**config.mk**
```make
export PLATFORM = sky130hd
export DESIGN_NAME = magnetometer_degauss_heading
export DESIGN_NICKNAME = d
export VERILOG_FILES = /design/src/hdl/dgh_pkg.sv /design/src/hdl/dgh_queue.sv /design/src/hdl/dgh_front.sv /design/src/hdl/dgh_back.sv /design/src/hdl/magnetometer_degauss_heading.sv
export VERILOG_INCLUDE_DIRS = /design/src /design/src/hdl
export SDC_FILE = /design/constraint.sdc
export NUM_CORES = 2
export LEC_CHECK = 0
export BUFFER_PORTS_ARGS = -buffer_cell sky130_fd_sc_hd__buf_2
export CAP_MARGIN = 40
export CORE_MARGIN = 2
export CORE_UTILIZATION = 55
export CTS_CLUSTER_DIAMETER = 150
export DETAILED_ROUTE_END_ITERATION = 10
export GPL_TIMING_DRIVEN = 1
export PLACE_DENSITY = 0.8
export SETUP_SLACK_MARGIN = 0.15
export SYNTH_ARGS = -nofsm -noshare
export SYNTH_HDL_FRONTEND = slang
export SYNTH_SLANG_ARGS = --single-unit
```
**constraint.sdc**
```tcl
create_clock -name clk -period 31.4 [get_ports clk]
set_clock_uncertainty 0.2 [all_clocks]
set_input_delay 7.85 -clock clk [delete_from_list [all_inputs] [get_ports clk]]
set_output_delay 7.85 -clock clk [all_outputs]
set_load 0.01 [all_outputs]
```
**src/hdl/assert_macros.svh**
```systemverilog
// Assertion helpers shared by the heading block.
// All checks are clocked on clk and are off while rst_n is low.
`ifndef ASSERT_MACROS_SVH
`define ASSERT_MACROS_SVH

// Plain property check
`define DGH_ASSERT(label, prop, msg) \
  label: assert property (@(posedge clk) disable iff (!rst_n) prop) \
    else $error(msg);

// Same-cycle implication check
`define DGH_ASSERT_IMP(label, ante, cons, msg) \
  `DGH_ASSERT(label, (ante) |-> (cons), msg)

`endif

```
**src/hdl/dgh_pkg.sv**
```systemverilog
package dgh_pkg;

  // Field widths
  localparam int SAMPLE_BITS = 24;
  localparam int CFG_W       = 24;
  localparam int HEAD_W      = 16;
  localparam int AXES        = 2;

  // Degauss hold
  localparam int HOLD_SAMPLES = 4;
  localparam int HOLD_W       = $clog2(HOLD_SAMPLES + 1);
  localparam int THR_CMP_W    = (SAMPLE_BITS + 1 > CFG_W) ? SAMPLE_BITS + 1 : CFG_W;

  // Correction datapath
  localparam int DIFF_W   = ((SAMPLE_BITS > CFG_W) ? SAMPLE_BITS : CFG_W) + 1;
  localparam int PROD_W   = DIFF_W + CFG_W + 1;
  localparam int NORM_EXP = 48;
  localparam int VEC_W    = ((PROD_W > NORM_EXP + 2) ? PROD_W : NORM_EXP + 2) + 3;

  // Normalization runs as a binary search over doubling counts
  localparam int NORM_STEPS = 6;
  localparam int NSTEP_W    = $clog2(NORM_STEPS);
  localparam int NSHIFT_W   = 6;
  localparam int NORM_SHIFTS [NORM_STEPS] = '{32, 16, 8, 4, 2, 1};

  // CORDIC, angles in units of 2^-24 turn
  localparam int CORDIC_STEPS = 22;
  localparam int STEP_W       = $clog2(CORDIC_STEPS);
  localparam int TURN_W       = 24;
  localparam logic [TURN_W-1:0] HALF_TURN    = TURN_W'(24'h800000);
  localparam logic [TURN_W-1:0] HEADING_BASE = TURN_W'(12449403);
  localparam int HEAD_ROUND = 128;
  localparam logic [TURN_W-1:0] ATAN_TURNS [CORDIC_STEPS] = '{
    24'd2097152, 24'd1238021, 24'd654136, 24'd332050, 24'd166669, 24'd83416,
    24'd41718,   24'd20860,   24'd10430,  24'd5215,   24'd2608,   24'd1304,
    24'd652,     24'd326,     24'd163,    24'd81,     24'd41,     24'd20,
    24'd10,      24'd5,       24'd3,      24'd1
  };

  // Queue between front and back
  localparam int QUEUE_DEPTH = 2;
  localparam int QPTR_W      = (QUEUE_DEPTH > 1) ? $clog2(QUEUE_DEPTH) : 1;
  localparam int QCNT_W      = $clog2(QUEUE_DEPTH + 1);

  // Stream widths, rounded up to whole bytes
  localparam int IN_TDATA_W  = ((2 * SAMPLE_BITS + HEAD_W + 7) / 8) * 8;
  localparam int OUT_TDATA_W = ((2 * SAMPLE_BITS + 2 * HEAD_W + 7) / 8) * 8;

  // Register map
  localparam int NUM_REGS   = 5;
  localparam int CFG_ADDR_W = $clog2(NUM_REGS * 4);
  localparam int REG_IDX_W  = CFG_ADDR_W - 2;
  localparam int APB_W      = 32;

  typedef enum logic [REG_IDX_W-1:0] {
    REG_X_OFFSET  = 3'd0,
    REG_Y_OFFSET  = 3'd1,
    REG_X_SCALE   = 3'd2,
    REG_Y_SCALE   = 3'd3,
    REG_THRESHOLD = 3'd4
  } reg_idx_t;

  localparam logic [CFG_W-1:0] X_OFFSET_RST  = CFG_W'(151);
  localparam logic [CFG_W-1:0] Y_OFFSET_RST  = CFG_W'(243);
  localparam logic [CFG_W-1:0] X_SCALE_RST   = CFG_W'(189713);
  localparam logic [CFG_W-1:0] Y_SCALE_RST   = CFG_W'(153987);
  localparam logic [CFG_W-1:0] THRESHOLD_RST = CFG_W'(96);

  typedef struct packed {
    logic signed [CFG_W-1:0] x_offset;
    logic signed [CFG_W-1:0] y_offset;
    logic [CFG_W-1:0]        x_scale;
    logic [CFG_W-1:0]        y_scale;
    logic [CFG_W-1:0]        threshold;
  } cfg_t;

  // One cleaned sample on its way to the back end
  typedef struct packed {
    logic [HEAD_W-1:0]             sensor_heading;
    logic signed [SAMPLE_BITS-1:0] clean_y;
    logic signed [SAMPLE_BITS-1:0] clean_x;
  } item_t;

endpackage

```
**src/hdl/dgh_queue.sv**
```systemverilog
`include "assert_macros.svh"

module dgh_queue (
  input  logic            clk,
  input  logic            rst_n,
  input  logic            push_valid,
  output logic            push_ready,
  input  dgh_pkg::item_t  push_item,
  output logic            pop_valid,
  input  logic            pop_ready,
  output dgh_pkg::item_t  pop_item
);

  dgh_pkg::item_t                   slot_r [dgh_pkg::QUEUE_DEPTH];
  logic [dgh_pkg::QPTR_W-1:0]       wr_ptr_r, wr_ptr_nxt;
  logic [dgh_pkg::QPTR_W-1:0]       rd_ptr_r, rd_ptr_nxt;
  logic [dgh_pkg::QCNT_W-1:0]       count_r, count_nxt;
  logic                             do_push, do_pop;

  assign push_ready = (count_r != dgh_pkg::QCNT_W'(dgh_pkg::QUEUE_DEPTH));
  assign pop_valid  = (count_r != '0);
  assign pop_item   = slot_r[rd_ptr_r];
  assign do_push    = push_valid && push_ready;
  assign do_pop     = pop_valid && pop_ready;

  // Advance pointers and occupancy
  always_comb begin
    wr_ptr_nxt = wr_ptr_r;
    rd_ptr_nxt = rd_ptr_r;
    count_nxt  = count_r;
    if (do_push) begin
      wr_ptr_nxt = (wr_ptr_r == dgh_pkg::QPTR_W'(dgh_pkg::QUEUE_DEPTH - 1)) ?
                   '0 : wr_ptr_r + 1'b1;
    end
    if (do_pop) begin
      rd_ptr_nxt = (rd_ptr_r == dgh_pkg::QPTR_W'(dgh_pkg::QUEUE_DEPTH - 1)) ?
                   '0 : rd_ptr_r + 1'b1;
    end
    if (do_push && !do_pop) begin
      count_nxt = count_r + 1'b1;
    end else if (do_pop && !do_push) begin
      count_nxt = count_r - 1'b1;
    end
  end

  always_ff @(posedge clk) begin
    if (!rst_n) begin
      wr_ptr_r <= '0;
      rd_ptr_r <= '0;
      count_r  <= '0;
    end else begin
      wr_ptr_r <= wr_ptr_nxt;
      rd_ptr_r <= rd_ptr_nxt;
      count_r  <= count_nxt;
    end
  end

  // Store request payload
  always_ff @(posedge clk) begin
    if (do_push) begin
      slot_r[wr_ptr_r] <= push_item;
    end
  end

  `DGH_ASSERT(a_q_count_bound, count_r <= dgh_pkg::QCNT_W'(dgh_pkg::QUEUE_DEPTH), "queue overfilled")
  `DGH_ASSERT_IMP(a_q_ptr_gap, count_r == '0, wr_ptr_r == rd_ptr_r, "queue pointers out of step")

endmodule

```
**src/hdl/dgh_front.sv**
```systemverilog
`include "assert_macros.svh"

module dgh_front (
  input  logic                               clk,
  input  logic                               rst_n,
  input  logic                               in_tvalid,
  output logic                               in_tready,
  input  logic [dgh_pkg::IN_TDATA_W-1:0]     in_tdata,
  input  logic [dgh_pkg::CFG_W-1:0]          threshold,
  output logic                               push_valid,
  input  logic                               push_ready,
  output dgh_pkg::item_t                     push_item
);

  localparam int SB = dgh_pkg::SAMPLE_BITS;

  logic signed [SB-1:0]                 smp        [dgh_pkg::AXES];
  logic signed [SB-1:0]                 prev_r     [dgh_pkg::AXES];
  logic signed [SB-1:0]                 prev_nxt   [dgh_pkg::AXES];
  logic signed [SB:0]                   jump_r     [dgh_pkg::AXES];
  logic signed [SB:0]                   jump_nxt   [dgh_pkg::AXES];
  logic [dgh_pkg::HOLD_W-1:0]           hold_r     [dgh_pkg::AXES];
  logic [dgh_pkg::HOLD_W-1:0]           hold_nxt   [dgh_pkg::AXES];
  logic                                 held_r     [dgh_pkg::AXES];
  logic                                 held_nxt   [dgh_pkg::AXES];
  logic [dgh_pkg::HOLD_W-1:0]           hold_use   [dgh_pkg::AXES];
  logic [SB:0]                          jump_abs   [dgh_pkg::AXES];
  logic signed [SB+1:0]                 diff       [dgh_pkg::AXES];
  logic signed [SB-1:0]                 diff_sat   [dgh_pkg::AXES];
  logic signed [SB-1:0]                 clean      [dgh_pkg::AXES];
  logic                                 accept;

  assign smp[0] = in_tdata[SB-1:0];
  assign smp[1] = in_tdata[2*SB-1:SB];

  assign in_tready  = push_ready;
  assign push_valid = in_tvalid;
  assign accept     = in_tvalid && push_ready;

  assign push_item.clean_x        = clean[0];
  assign push_item.clean_y        = clean[1];
  assign push_item.sensor_heading = in_tdata[2*SB+dgh_pkg::HEAD_W-1:2*SB];

  // Per axis: measure the jump, run the hold, subtract and saturate
  always_comb begin
    for (int a = 0; a < dgh_pkg::AXES; a++) begin
      jump_nxt[a] = jump_r[a];
      hold_use[a] = hold_r[a];
      if (hold_r[a] == '0 && !held_r[a]) begin
        jump_nxt[a] = {smp[a][SB-1], smp[a]} - {prev_r[a][SB-1], prev_r[a]};
      end
      jump_abs[a] = jump_nxt[a][SB] ? -jump_nxt[a] : jump_nxt[a];
      if (hold_r[a] == '0 && !held_r[a] &&
          dgh_pkg::THR_CMP_W'(jump_abs[a]) > dgh_pkg::THR_CMP_W'(threshold)) begin
        hold_use[a] = dgh_pkg::HOLD_W'(dgh_pkg::HOLD_SAMPLES);
      end
      diff[a] = {{2{smp[a][SB-1]}}, smp[a]} - {jump_nxt[a][SB], jump_nxt[a]};
      if (diff[a][SB+1] == diff[a][SB] && diff[a][SB] == diff[a][SB-1]) begin
        diff_sat[a] = diff[a][SB-1:0];
      end else if (diff[a][SB+1]) begin
        diff_sat[a] = {1'b1, {(SB-1){1'b0}}};
      end else begin
        diff_sat[a] = {1'b0, {(SB-1){1'b1}}};
      end
      if (hold_use[a] != '0) begin
        clean[a]    = diff_sat[a];
        hold_nxt[a] = hold_use[a] - 1'b1;
        held_nxt[a] = 1'b1;
      end else begin
        clean[a]    = smp[a];
        hold_nxt[a] = hold_use[a];
        held_nxt[a] = 1'b0;
      end
      prev_nxt[a] = clean[a];
    end
  end

  // Commit axis state on each accepted request
  always_ff @(posedge clk) begin
    for (int a = 0; a < dgh_pkg::AXES; a++) begin
      if (!rst_n) begin
        prev_r[a] <= '0;
        jump_r[a] <= '0;
        hold_r[a] <= '0;
        held_r[a] <= 1'b0;
      end else if (accept) begin
        prev_r[a] <= prev_nxt[a];
        jump_r[a] <= jump_nxt[a];
        hold_r[a] <= hold_nxt[a];
        held_r[a] <= held_nxt[a];
      end
    end
  end

  `DGH_ASSERT(a_hold_bound, (hold_r[0] < dgh_pkg::HOLD_W'(dgh_pkg::HOLD_SAMPLES)) && (hold_r[1] < dgh_pkg::HOLD_W'(dgh_pkg::HOLD_SAMPLES)), "hold count beyond range")
  `DGH_ASSERT_IMP(a_hold_marks_held, hold_r[0] != '0, held_r[0], "x hold running without held flag")

endmodule

```
**src/hdl/dgh_back.sv**
```systemverilog
`include "assert_macros.svh"

module dgh_back (
  input  logic                               clk,
  input  logic                               rst_n,
  input  dgh_pkg::cfg_t                      cfg,
  input  logic                               pop_valid,
  output logic                               pop_ready,
  input  dgh_pkg::item_t                     pop_item,
  output logic                               out_tvalid,
  input  logic                               out_tready,
  output logic [dgh_pkg::OUT_TDATA_W-1:0]    out_tdata
);

  localparam int SB = dgh_pkg::SAMPLE_BITS;
  localparam int VW = dgh_pkg::VEC_W;
  localparam int TW = dgh_pkg::TURN_W;

  typedef enum logic [6:0] {
    ST_IDLE  = 7'b0000001,
    ST_MUL_X = 7'b0000010,
    ST_MUL_Y = 7'b0000100,
    ST_NORM  = 7'b0001000,
    ST_ROT   = 7'b0010000,
    ST_ITER  = 7'b0100000,
    ST_FIN   = 7'b1000000
  } state_t;

  state_t                                state_r, state_nxt;
  logic [dgh_pkg::NSTEP_W-1:0]           nstep_r, nstep_nxt;
  logic [dgh_pkg::STEP_W-1:0]            step_r, step_nxt;
  logic                                  out_valid_r, out_valid_nxt;
  dgh_pkg::item_t                        item_r, item_nxt;
  logic signed [dgh_pkg::DIFF_W-1:0]     dx_r, dx_nxt, dy_r, dy_nxt;
  logic signed [VW-1:0]                  x_r, x_nxt, y_r, y_nxt;
  logic [TW-1:0]                         z_r, z_nxt;
  logic [dgh_pkg::HEAD_W-1:0]            head_r, head_nxt;
  dgh_pkg::item_t                        res_r, res_nxt;

  logic signed [dgh_pkg::DIFF_W-1:0]     mul_a;
  logic signed [dgh_pkg::CFG_W:0]        mul_b;
  logic signed [dgh_pkg::PROD_W-1:0]     prod;
  logic [dgh_pkg::NSHIFT_W-1:0]          shamt;
  logic [VW-1:0]                         ax, ay, lim;
  logic signed [VW-1:0]                  sx, sy;
  logic [TW-1:0]                         head_turn;
  logic [TW:0]                           head_sum;

  // Shared multiplier: one axis per cycle
  assign mul_a = (state_r == ST_MUL_X) ? dx_r : dy_r;
  assign mul_b = (state_r == ST_MUL_X) ? {1'b0, cfg.x_scale} : {1'b0, cfg.y_scale};
  assign prod  = mul_a * mul_b;

  // Normalization step: magnitudes and the limit for this shift
  assign shamt = dgh_pkg::NSHIFT_W'(dgh_pkg::NORM_SHIFTS[nstep_r]);
  assign ax    = x_r[VW-1] ? -x_r : x_r;
  assign ay    = y_r[VW-1] ? -y_r : y_r;
  assign lim   = VW'(1) << (dgh_pkg::NORM_EXP + 1 - shamt);

  // CORDIC shifted terms, rounded toward minus infinity
  assign sx = x_r >>> step_r;
  assign sy = y_r >>> step_r;

  // Heading from the final angle, rounded to 16 bits
  assign head_turn = dgh_pkg::HEADING_BASE - z_r;
  assign head_sum  = {1'b0, head_turn} + (TW + 1)'(dgh_pkg::HEAD_ROUND);

  assign out_tvalid = out_valid_r;
  assign out_tdata  = dgh_pkg::OUT_TDATA_W'({res_r.sensor_heading, res_r.clean_y,
                                             res_r.clean_x, head_r});

  always_comb begin
    state_nxt     = state_r;
    nstep_nxt     = nstep_r;
    step_nxt      = step_r;
    out_valid_nxt = out_valid_r;
    item_nxt      = item_r;
    dx_nxt        = dx_r;
    dy_nxt        = dy_r;
    x_nxt         = x_r;
    y_nxt         = y_r;
    z_nxt         = z_r;
    head_nxt      = head_r;
    res_nxt       = res_r;
    pop_ready     = 1'b0;

    // Drop the result once taken
    if (out_valid_r && out_tready) begin
      out_valid_nxt = 1'b0;
    end

    case (state_r)
      // Take the next sample and remove the offsets
      ST_IDLE: begin
        if (pop_valid) begin
          pop_ready = 1'b1;
          item_nxt  = pop_item;
          dx_nxt = {{(dgh_pkg::DIFF_W-SB){pop_item.clean_x[SB-1]}}, pop_item.clean_x} -
                   {{(dgh_pkg::DIFF_W-dgh_pkg::CFG_W){cfg.x_offset[dgh_pkg::CFG_W-1]}},
                    cfg.x_offset};
          dy_nxt = {{(dgh_pkg::DIFF_W-SB){pop_item.clean_y[SB-1]}}, pop_item.clean_y} -
                   {{(dgh_pkg::DIFF_W-dgh_pkg::CFG_W){cfg.y_offset[dgh_pkg::CFG_W-1]}},
                    cfg.y_offset};
          state_nxt = ST_MUL_X;
        end
      end
      ST_MUL_X: begin
        x_nxt     = {{(VW-dgh_pkg::PROD_W){prod[dgh_pkg::PROD_W-1]}}, prod};
        state_nxt = ST_MUL_Y;
      end
      ST_MUL_Y: begin
        y_nxt     = {{(VW-dgh_pkg::PROD_W){prod[dgh_pkg::PROD_W-1]}}, prod};
        nstep_nxt = '0;
        state_nxt = ST_NORM;
      end
      // Double both values until one magnitude reaches the limit
      ST_NORM: begin
        if (ax < lim && ay < lim) begin
          x_nxt = x_r <<< shamt;
          y_nxt = y_r <<< shamt;
        end
        if (nstep_r == dgh_pkg::NSTEP_W'(dgh_pkg::NORM_STEPS - 1)) begin
          state_nxt = ST_ROT;
        end else begin
          nstep_nxt = nstep_r + 1'b1;
        end
      end
      // Zero vector gives angle zero; negative x turns by a half turn
      ST_ROT: begin
        step_nxt = '0;
        z_nxt    = '0;
        if (x_r == '0 && y_r == '0) begin
          state_nxt = ST_FIN;
        end else begin
          if (x_r[VW-1]) begin
            x_nxt = -x_r;
            y_nxt = -y_r;
            z_nxt = dgh_pkg::HALF_TURN;
          end
          state_nxt = ST_ITER;
        end
      end
      // One vectoring micro-rotation per cycle
      ST_ITER: begin
        if (!y_r[VW-1]) begin
          x_nxt = x_r + sy;
          y_nxt = y_r - sx;
          z_nxt = z_r + dgh_pkg::ATAN_TURNS[step_r];
        end else begin
          x_nxt = x_r - sy;
          y_nxt = y_r + sx;
          z_nxt = z_r - dgh_pkg::ATAN_TURNS[step_r];
        end
        if (step_r == dgh_pkg::STEP_W'(dgh_pkg::CORDIC_STEPS - 1)) begin
          state_nxt = ST_FIN;
        end else begin
          step_nxt = step_r + 1'b1;
        end
      end
      // Hold until the output register is free
      ST_FIN: begin
        if (!out_valid_r || out_tready) begin
          out_valid_nxt = 1'b1;
          head_nxt      = head_sum[TW-1:TW-dgh_pkg::HEAD_W];
          res_nxt       = item_r;
          state_nxt     = ST_IDLE;
        end
      end
      default: begin
        state_nxt = ST_IDLE;
      end
    endcase
  end

  always_ff @(posedge clk) begin
    if (!rst_n) begin
      state_r     <= ST_IDLE;
      nstep_r     <= '0;
      step_r      <= '0;
      out_valid_r <= 1'b0;
    end else begin
      state_r     <= state_nxt;
      nstep_r     <= nstep_nxt;
      step_r      <= step_nxt;
      out_valid_r <= out_valid_nxt;
    end
  end

  always_ff @(posedge clk) begin
    item_r <= item_nxt;
    dx_r   <= dx_nxt;
    dy_r   <= dy_nxt;
    x_r    <= x_nxt;
    y_r    <= y_nxt;
    z_r    <= z_nxt;
    head_r <= head_nxt;
    res_r  <= res_nxt;
  end

  `DGH_ASSERT_IMP(a_iter_bound, state_r == ST_ITER, step_r < dgh_pkg::STEP_W'(dgh_pkg::CORDIC_STEPS), "CORDIC step beyond table")
  `DGH_ASSERT_IMP(a_pop_idle, pop_ready, state_r == ST_IDLE && pop_valid, "pop outside idle")

endmodule

```
**src/hdl/magnetometer_degauss_heading.sv**
```systemverilog
// An accepted input goes through the queue, then the back end's IDLE, MUL_X,
// MUL_Y, NORM, ROT, ITER and FIN states; a zero corrected vector skips ITER.
// FIN waits out output stalls. The queue buffers samples while the 22-step
// CORDIC loop, 6-step normalizer and shared multiplier work on the last one.
// Synchronous active-low reset clears the degauss state, the queue, the
// state machine and output valid; config registers return to default values.
module magnetometer_degauss_heading (
  input  logic                                clk,
  input  logic                                rst_n,
  // tdata: mag_x, mag_y, sensor_heading_in (lowest bits first)
  input  logic                                in_tvalid,
  output logic                                in_tready,
  input  logic [dgh_pkg::IN_TDATA_W-1:0]      in_tdata,
  // tdata: heading, clean_x, clean_y, sensor_heading_out (lowest bits first)
  output logic                                out_tvalid,
  input  logic                                out_tready,
  output logic [dgh_pkg::OUT_TDATA_W-1:0]     out_tdata,
  input  logic                                cfg_psel,
  input  logic                                cfg_penable,
  input  logic                                cfg_pwrite,
  input  logic [dgh_pkg::CFG_ADDR_W-1:0]      cfg_paddr,
  input  logic [dgh_pkg::APB_W-1:0]           cfg_pwdata,
  output logic [dgh_pkg::APB_W-1:0]           cfg_prdata,
  output logic                                cfg_pready
);

  dgh_pkg::cfg_t     cfg_r, cfg_nxt;
  dgh_pkg::reg_idx_t reg_idx;
  logic              cfg_wr;
  logic              push_valid, push_ready, pop_valid, pop_ready;
  dgh_pkg::item_t    push_item, pop_item;

  assign cfg_pready = 1'b1;
  assign cfg_wr     = cfg_psel && cfg_penable && cfg_pwrite && cfg_pready;
  assign reg_idx    = dgh_pkg::reg_idx_t'(cfg_paddr[dgh_pkg::CFG_ADDR_W-1:2]);

  // Decode register writes
  always_comb begin
    cfg_nxt = cfg_r;
    if (cfg_wr) begin
      case (reg_idx)
        dgh_pkg::REG_X_OFFSET:  cfg_nxt.x_offset  = cfg_pwdata[dgh_pkg::CFG_W-1:0];
        dgh_pkg::REG_Y_OFFSET:  cfg_nxt.y_offset  = cfg_pwdata[dgh_pkg::CFG_W-1:0];
        dgh_pkg::REG_X_SCALE:   cfg_nxt.x_scale   = cfg_pwdata[dgh_pkg::CFG_W-1:0];
        dgh_pkg::REG_Y_SCALE:   cfg_nxt.y_scale   = cfg_pwdata[dgh_pkg::CFG_W-1:0];
        dgh_pkg::REG_THRESHOLD: cfg_nxt.threshold = cfg_pwdata[dgh_pkg::CFG_W-1:0];
        default: begin
          cfg_nxt = cfg_r;
        end
      endcase
    end
  end

  // Read back
  always_comb begin
    case (reg_idx)
      dgh_pkg::REG_X_OFFSET:  cfg_prdata = dgh_pkg::APB_W'(cfg_r.x_offset);
      dgh_pkg::REG_Y_OFFSET:  cfg_prdata = dgh_pkg::APB_W'(cfg_r.y_offset);
      dgh_pkg::REG_X_SCALE:   cfg_prdata = dgh_pkg::APB_W'(cfg_r.x_scale);
      dgh_pkg::REG_Y_SCALE:   cfg_prdata = dgh_pkg::APB_W'(cfg_r.y_scale);
      dgh_pkg::REG_THRESHOLD: cfg_prdata = dgh_pkg::APB_W'(cfg_r.threshold);
      default:                cfg_prdata = '0;
    endcase
  end

  always_ff @(posedge clk) begin
    if (!rst_n) begin
      cfg_r.x_offset  <= dgh_pkg::X_OFFSET_RST;
      cfg_r.y_offset  <= dgh_pkg::Y_OFFSET_RST;
      cfg_r.x_scale   <= dgh_pkg::X_SCALE_RST;
      cfg_r.y_scale   <= dgh_pkg::Y_SCALE_RST;
      cfg_r.threshold <= dgh_pkg::THRESHOLD_RST;
    end else begin
      cfg_r <= cfg_nxt;
    end
  end

  dgh_front u_front (
    .clk        (clk),
    .rst_n      (rst_n),
    .in_tvalid  (in_tvalid),
    .in_tready  (in_tready),
    .in_tdata   (in_tdata),
    .threshold  (cfg_r.threshold),
    .push_valid (push_valid),
    .push_ready (push_ready),
    .push_item  (push_item)
  );

  dgh_queue u_queue (
    .clk        (clk),
    .rst_n      (rst_n),
    .push_valid (push_valid),
    .push_ready (push_ready),
    .push_item  (push_item),
    .pop_valid  (pop_valid),
    .pop_ready  (pop_ready),
    .pop_item   (pop_item)
  );

  dgh_back u_back (
    .clk        (clk),
    .rst_n      (rst_n),
    .cfg        (cfg_r),
    .pop_valid  (pop_valid),
    .pop_ready  (pop_ready),
    .pop_item   (pop_item),
    .out_tvalid (out_tvalid),
    .out_tready (out_tready),
    .out_tdata  (out_tdata)
  );

endmodule

```
* Word-level counts from Yosys, hierarchy flattened
Memory sizes are Yosys's and may differ from the RTL's. A register that Yosys moved wholly into a read port is not among the register bits.
Cells that the tools add are included.
** Cells by class
- $lt $le $gt $ge :: 6
- Mux-type cells :: 72
- Multiply operators :: 1
- Reductions and logical operators :: 46
- Equality and inequality tests :: 27
- Add/sub/neg operators :: 27
- Bitwise logic cells :: 10
- Shifts and indexed selects :: 5
** Operators with widths (count)
- $mux W53 :: 9
- $pmux W53 S4 :: 2
- $mux W24 :: 14
- $mux W25 :: 7
- $pmux W32 S5 :: 1
- $add A53 B53 Y53 :: 2
- $logic_not A53 Y1 :: 2
- $lt A53 B53 Y1 :: 2
- $neg A53 Y53 :: 2
- $sshl A53 B6 Y53 :: 2
- $sshr A53 B5 Y53 :: 2
- $sub A53 B53 Y53 :: 2
- $sub A24 B24 Y25 :: 4
- $shl A1 B32 Y53 const A :: 1
- $sub A24 B25 Y26 :: 2
- $gt A25 B24 Y1 :: 2
- $mul A25 B25 Y50 :: 1
- $neg A25 Y25 :: 2
- $pmux W7 S7 :: 1
- $pmux W24 S2 :: 1
- $mux W7 :: 5
- $add A24 B24 Y24 :: 1
- $add A24 B8 Y24 const B :: 1
- $sub A24 B24 Y24 :: 1
- 44 further kinds :: 125
** Word-level totals
- Input port bits :: 108
- RAM bits :: 234
- Bits in read-only memories :: 1024
- Output and inout port bits :: 115
- Memories :: 7
- Flip-flop bits (word level) :: 464
** Memory list
- (no name shown) :: depth 32, bits a word 24, read ports 1, clocked after memory_dff 0, wr ports 0, RTL line dgh_back.sv:148 : z_nxt = z_r + dgh_pkg::ATAN_TURNS[step_r];
- (no name shown) :: depth 8, bits a word 32, read ports 1, clocked after memory_dff 0, wr ports 0, RTL line dgh_back.sv:55 : assign shamt = dgh_pkg::NSHIFT_W'(dgh_pkg::NORM_SHIFTS[nstep_r]);
- u_queue.slot_r :: depth 2, bits a word 64, read ports 1, clocked after memory_dff 1, wr ports 1, RTL line dgh_queue.sv:14 : dgh_pkg::item_t slot_r [dgh_pkg::QUEUE_DEPTH];
- u_front.jump_r :: depth 2, bits a word 25, read ports 2, clocked after memory_dff 0, wr ports 2, RTL line dgh_front.sv:20 : logic signed [SB:0] jump_r [dgh_pkg::AXES];
- u_front.prev_r :: depth 2, bits a word 24, read ports 2, clocked after memory_dff 0, wr ports 2, RTL line dgh_front.sv:18 : logic signed [SB-1:0] prev_r [dgh_pkg::AXES];
- u_front.hold_r :: depth 2, bits a word 3, read ports 2, clocked after memory_dff 0, wr ports 2, RTL line dgh_front.sv:22 : logic [dgh_pkg::HOLD_W-1:0] hold_r [dgh_pkg::AXES];
- 1 more memories

* Depth between registers and ports, before layout
An unclocked memory read counts as a cell.
- Depth after elaboration :: 12
- Depth in mapped cells :: 38

* Hierarchy
From an unflattened synthesis, not the netlist that was laid out.
** Second synthesis, totals
- Cells, all modules :: 10186
- Area total of the unflattened synthesis :: 90795.8 um2
** Modules (own cells, without submodules)
- dgh_back :: cells each 7741, times used 1, area an instance 67058.1 um2, sequential area each 10049.6 um2
- dgh_front :: cells each 1668, times used 1, area an instance 13431.6 um2, sequential area each 3173.0 um2
- magnetometer_degauss_heading :: cells each 554, times used 1, area an instance 5449.0 um2, sequential area each 2402.3 um2
- dgh_queue :: cells each 223, times used 1, area an instance 4857.2 um2, sequential area each 3943.8 um2

* Least setup slack after synthesis
Ideal clock, no wire load.
- Path type :: input port to output port
- Start :: in cfg_paddr[3] in the netlist's numbering
- End :: out cfg_prdata[25] in the netlist's numbering
- Cell stages on the path :: 4
- Setup slack :: 13967 ps
- Buffers on the path :: 3
- Arrival time :: 9383 ps
- Path through :: buf_1 -> buf_1 -> nor3_1 -> buf_4
** On the way
- Longest elaborated chain between the ends :: 2
- Elaborated cells between the ends (all ways) :: 6
- Those cells by class :: 4 x eq/ne; 1 x mux; 1 x reduce/logical
** RTL lines
- start, declared :: RTL line magnetometer_degauss_heading.sv:21 : input logic [dgh_pkg::CFG_ADDR_W-1:0] cfg_paddr,
- $eq A3 B3 Y1, or another cell as far along :: RTL line magnetometer_degauss_heading.sv:56 : case (reg_idx)
- $pmux W32 S5 (*) :: RTL line magnetometer_degauss_heading.sv:56
- end, declared :: RTL line magnetometer_degauss_heading.sv:23 : output logic [dgh_pkg::APB_W-1:0] cfg_prdata,
Mark *: on every way between the ends. The rest lies on a longest branch, timed or not.

* Worst setup path after layout
- Start :: in cfg_paddr[3] in the netlist's numbering
- End :: out cfg_prdata[7] in the netlist's numbering
Same word-level chain as after synthesis.

==> summary.md <==
| Metric | Value |
|---|---|
| CP cell instances | `buf_2 > inv_1 > nor3_4 > buf_8 > a221o_1 > buf_2` |
| Global-route wire length before repair | `493400 um` |
| CTS tree | `built` |
| Outcome | `completed` |
| Vias in the first global route | `78323` |
| Vias | `80533` |
| CP arrival | `9830 ps` |
| Critical path class | `in2out` |
| # hold bufs at CTS | `0` |
| Top_reg_cell synth | `edfxtp_1` |
| Most frequent cells in the layout | `1078 x nor2_1, 968 x nand2_1, 963 x inv_1` |
| Cell Rows | `146` |
| Cell variety after synth | `109` |
| Nets | `11398` |
| Die ar. | `163500 sq um` |
| Mapped Area | `88170 sq um` |
| H-tree depth | `3` |
| Post-synth top area share | `0.1897` |
| Largest net degree at the start of global routing | `121` |
| Crit path top cell by count | `buf_2` |
| Crit path buffers/inverters | `4` |
| Drt pass-1 iters | `10` |
| Post-Synthesis Cells | `10046` |
| Crit path largest cell delay | `660 ps` |
| CP endpoint kind | `primary output` |
| TNS Setup | `0 ps` |
| Critical path launch point type | `input pin` |
| Crit path depth | `6` |
| Final setup viols | `0` |
| Chip Height | `404.4 um` |
| Clock latency on the worst-skew pair | `770 ps` |
| YS warnings | `0` |
| Least-Margin Pin Slew | `1022 ps` |
| #FFs+latches synth | `699` |
| Fillcell total | `13475` |
| Achievable Freq | `55.93 MHz` |
| Initial antenna violation count | `20` |
| Commonest non-fill, non-tap cell in the layout | `nor2_1` |
| Period minus WS final | `17880 ps` |
| Post-CTS sizing | `0` |
| Initial Util | `0.5554` |
| Async SR Flop Fraction | `0` |
| Final period util | `0.5694` |
| CTS clk-pin slew, worst paths | `70 ps` |
| Worst path required time | `23350 ps` |
| Hold Path Class | `reg2reg` |
| Clock root buffer | `clkbuf_16` |
| # Max-Cap Violations | `0` |
| Final hold vios | `0` |
| Residual DRC | `0` |
| Overflow after GRT | `0` |
| CTS buffer count | `82` |
| CP delay by family, top | `buffers and inverters` |
| Worst-case reg-to-reg path depth | `31` |
| Tot GR Track Use | `0.4027` |
| CTS max path bufs | `3` |
| Core Area | `158700 sq um` |
| Synth area leader | `edfxtp_1` |
| Routed Antenna Nets | `0` |
| Worst hold stages | `0` |
| Mean Syn Cell Area | `8.777 sq um` |
| Layout cells sized above 1 | `0.09878` |
| Area grow syn2layout | `7.707%` |
| PortBufs | `211` |
| Vias per cell | `6.597` |
| Area contributors post-synth | `edfxtp_1 19%, fa_1 15%, ha_1 8.4%` |
| Routability congestion estimate | `1.060` |
| Final WL | `334200 um` |
| Critical Path Fanout Max | `15` |
| Post-synthesis sequential area ratio | `0.2219` |
| Slew Limit Fails | `0` |
| Die X | `404.4 um` |
| TritonCTS Sinks | `699` |
| DP HPWL | `255900 um` |
| Slowest cell on crit path | `nor3_4` |
| Post-DR wirelength/cell | `27.38 um` |
| Boundary Pins | `223` |
| Number of flops mapped to enable cells by yosys | `557` |
| Max-Slew Margin vs Limit | `0.3163` |
| Unrepaired setup endpoints after global routing | `no` |
| Iter 0 DRT Violations | `10917` |
| Post-CTS setup buffer count | `0` |
-- cells in the mapped netlist, types with 142 or more instances --
| cell type | instances |
|---|---|
| nor3_1 | 151 |
| clkbuf_1 | 439 |
| xnor2_1 | 398 |
| fa_1 | 642 |
| a21oi_1 | 600 |
| o21ai_0 | 401 |
| xor2_1 | 170 |
| mux2i_1 | 447 |
| dfxtp_1 | 142 |
| mux2_2 | 172 |
| a21o_1 | 198 |
| inv_1 | 966 |
| nand3_1 | 172 |
| edfxtp_1 | 557 |
| nor2_1 | 1083 |
| ha_1 | 593 |
| nand2_1 | 972 |
-- final timing paths --
kind | from | slack [ps] | end
worst min-delay path | u_back.item_r[58] | 220 | u_back.out_tdata[74]
worst max register to register | u_back.state_r[3] | 19340 | u_back.y_r[52]
worst min register to register | u_back.item_r[58] | 220 | u_back.out_tdata[74]
worst max-delay path | cfg_paddr[3] | 13520 | cfg_prdata[7]
-- metal layers --
| metal | share of wire | track usage |
|---|---|---|
| met5 | 0.00033 | 0 |
| met3 | 0.13 | 0.1179 |
| met1 | 0.37 | 0.5151 |
| met2 | 0.42 | 0.5896 |
| met4 | 0.081 | 0.2706 |
-- metrics by stage --
step	instance area, sq um	hold slack, ps	instances	setup WS [ps]	utilization
after detailed placement	91990	204.5	12041	13600	0.5795
after floorplan	88450	200.3	10120	13970	-
final	94970	215.7	12208	13520	0.5982
after global routing	94940	221.8	12197	13490	0.5981
after CTS	94920	218.6	12193	13600	0.5980
after global placement	91410	200.7	12002	12960	0.5759
-- cell type report --
type	instances	area, sq um	share of cell area
sequential	699	19600	0.2064
clock inverter	54	782.0	0.008235
multi-input combinational	7850	62990	0.6633
antenna	13	32.53	0.0003426
clock buffer	98	2153	0.02267
inverter	970	3646	0.03839
tap	2072	2592	0.02730
timing repair buffer	452	3169	0.03337
-- registers in the layout (all words and copies together), names as in the netlist, 2 cells and up, named ones only --
register	count
u_back.z_r	24
u_back.state_r	7
u_queue.count_r	2
u_back.dy_r	25
u_front.hold_r	6
u_back.x_r	53
u_back.dx_r	25
cfg_r	120
u_back.step_r	5
u_back.head_r	16
u_front.jump_r	50
u_front.held_r	2
u_queue.slot_r	128
u_back.item_r	64
u_back.y_r	53
u_back.nstep_r	3
u_front.prev_r	48
u_back.out_tdata	64
-- logic make-up (layout without fill, tap and decap cells) --
kind of cell,Yosys count,after routing,share of synthesized area
compound gates,2180,2180,0.1604
xor+xnor,568,568,0.05642
fa+ha+maj,1235,1235,0.2299
buf+inv,1571,1574,0.07013
flops,699,699,0.2219
mux,738,738,0.1037
other cells,1,88,0.00004253
simple gates,3054,3054,0.1575
Power is left out: the tool's default activity adds up to more than one toggle a clock period on the data nets, which glitch-free logic cannot reach.
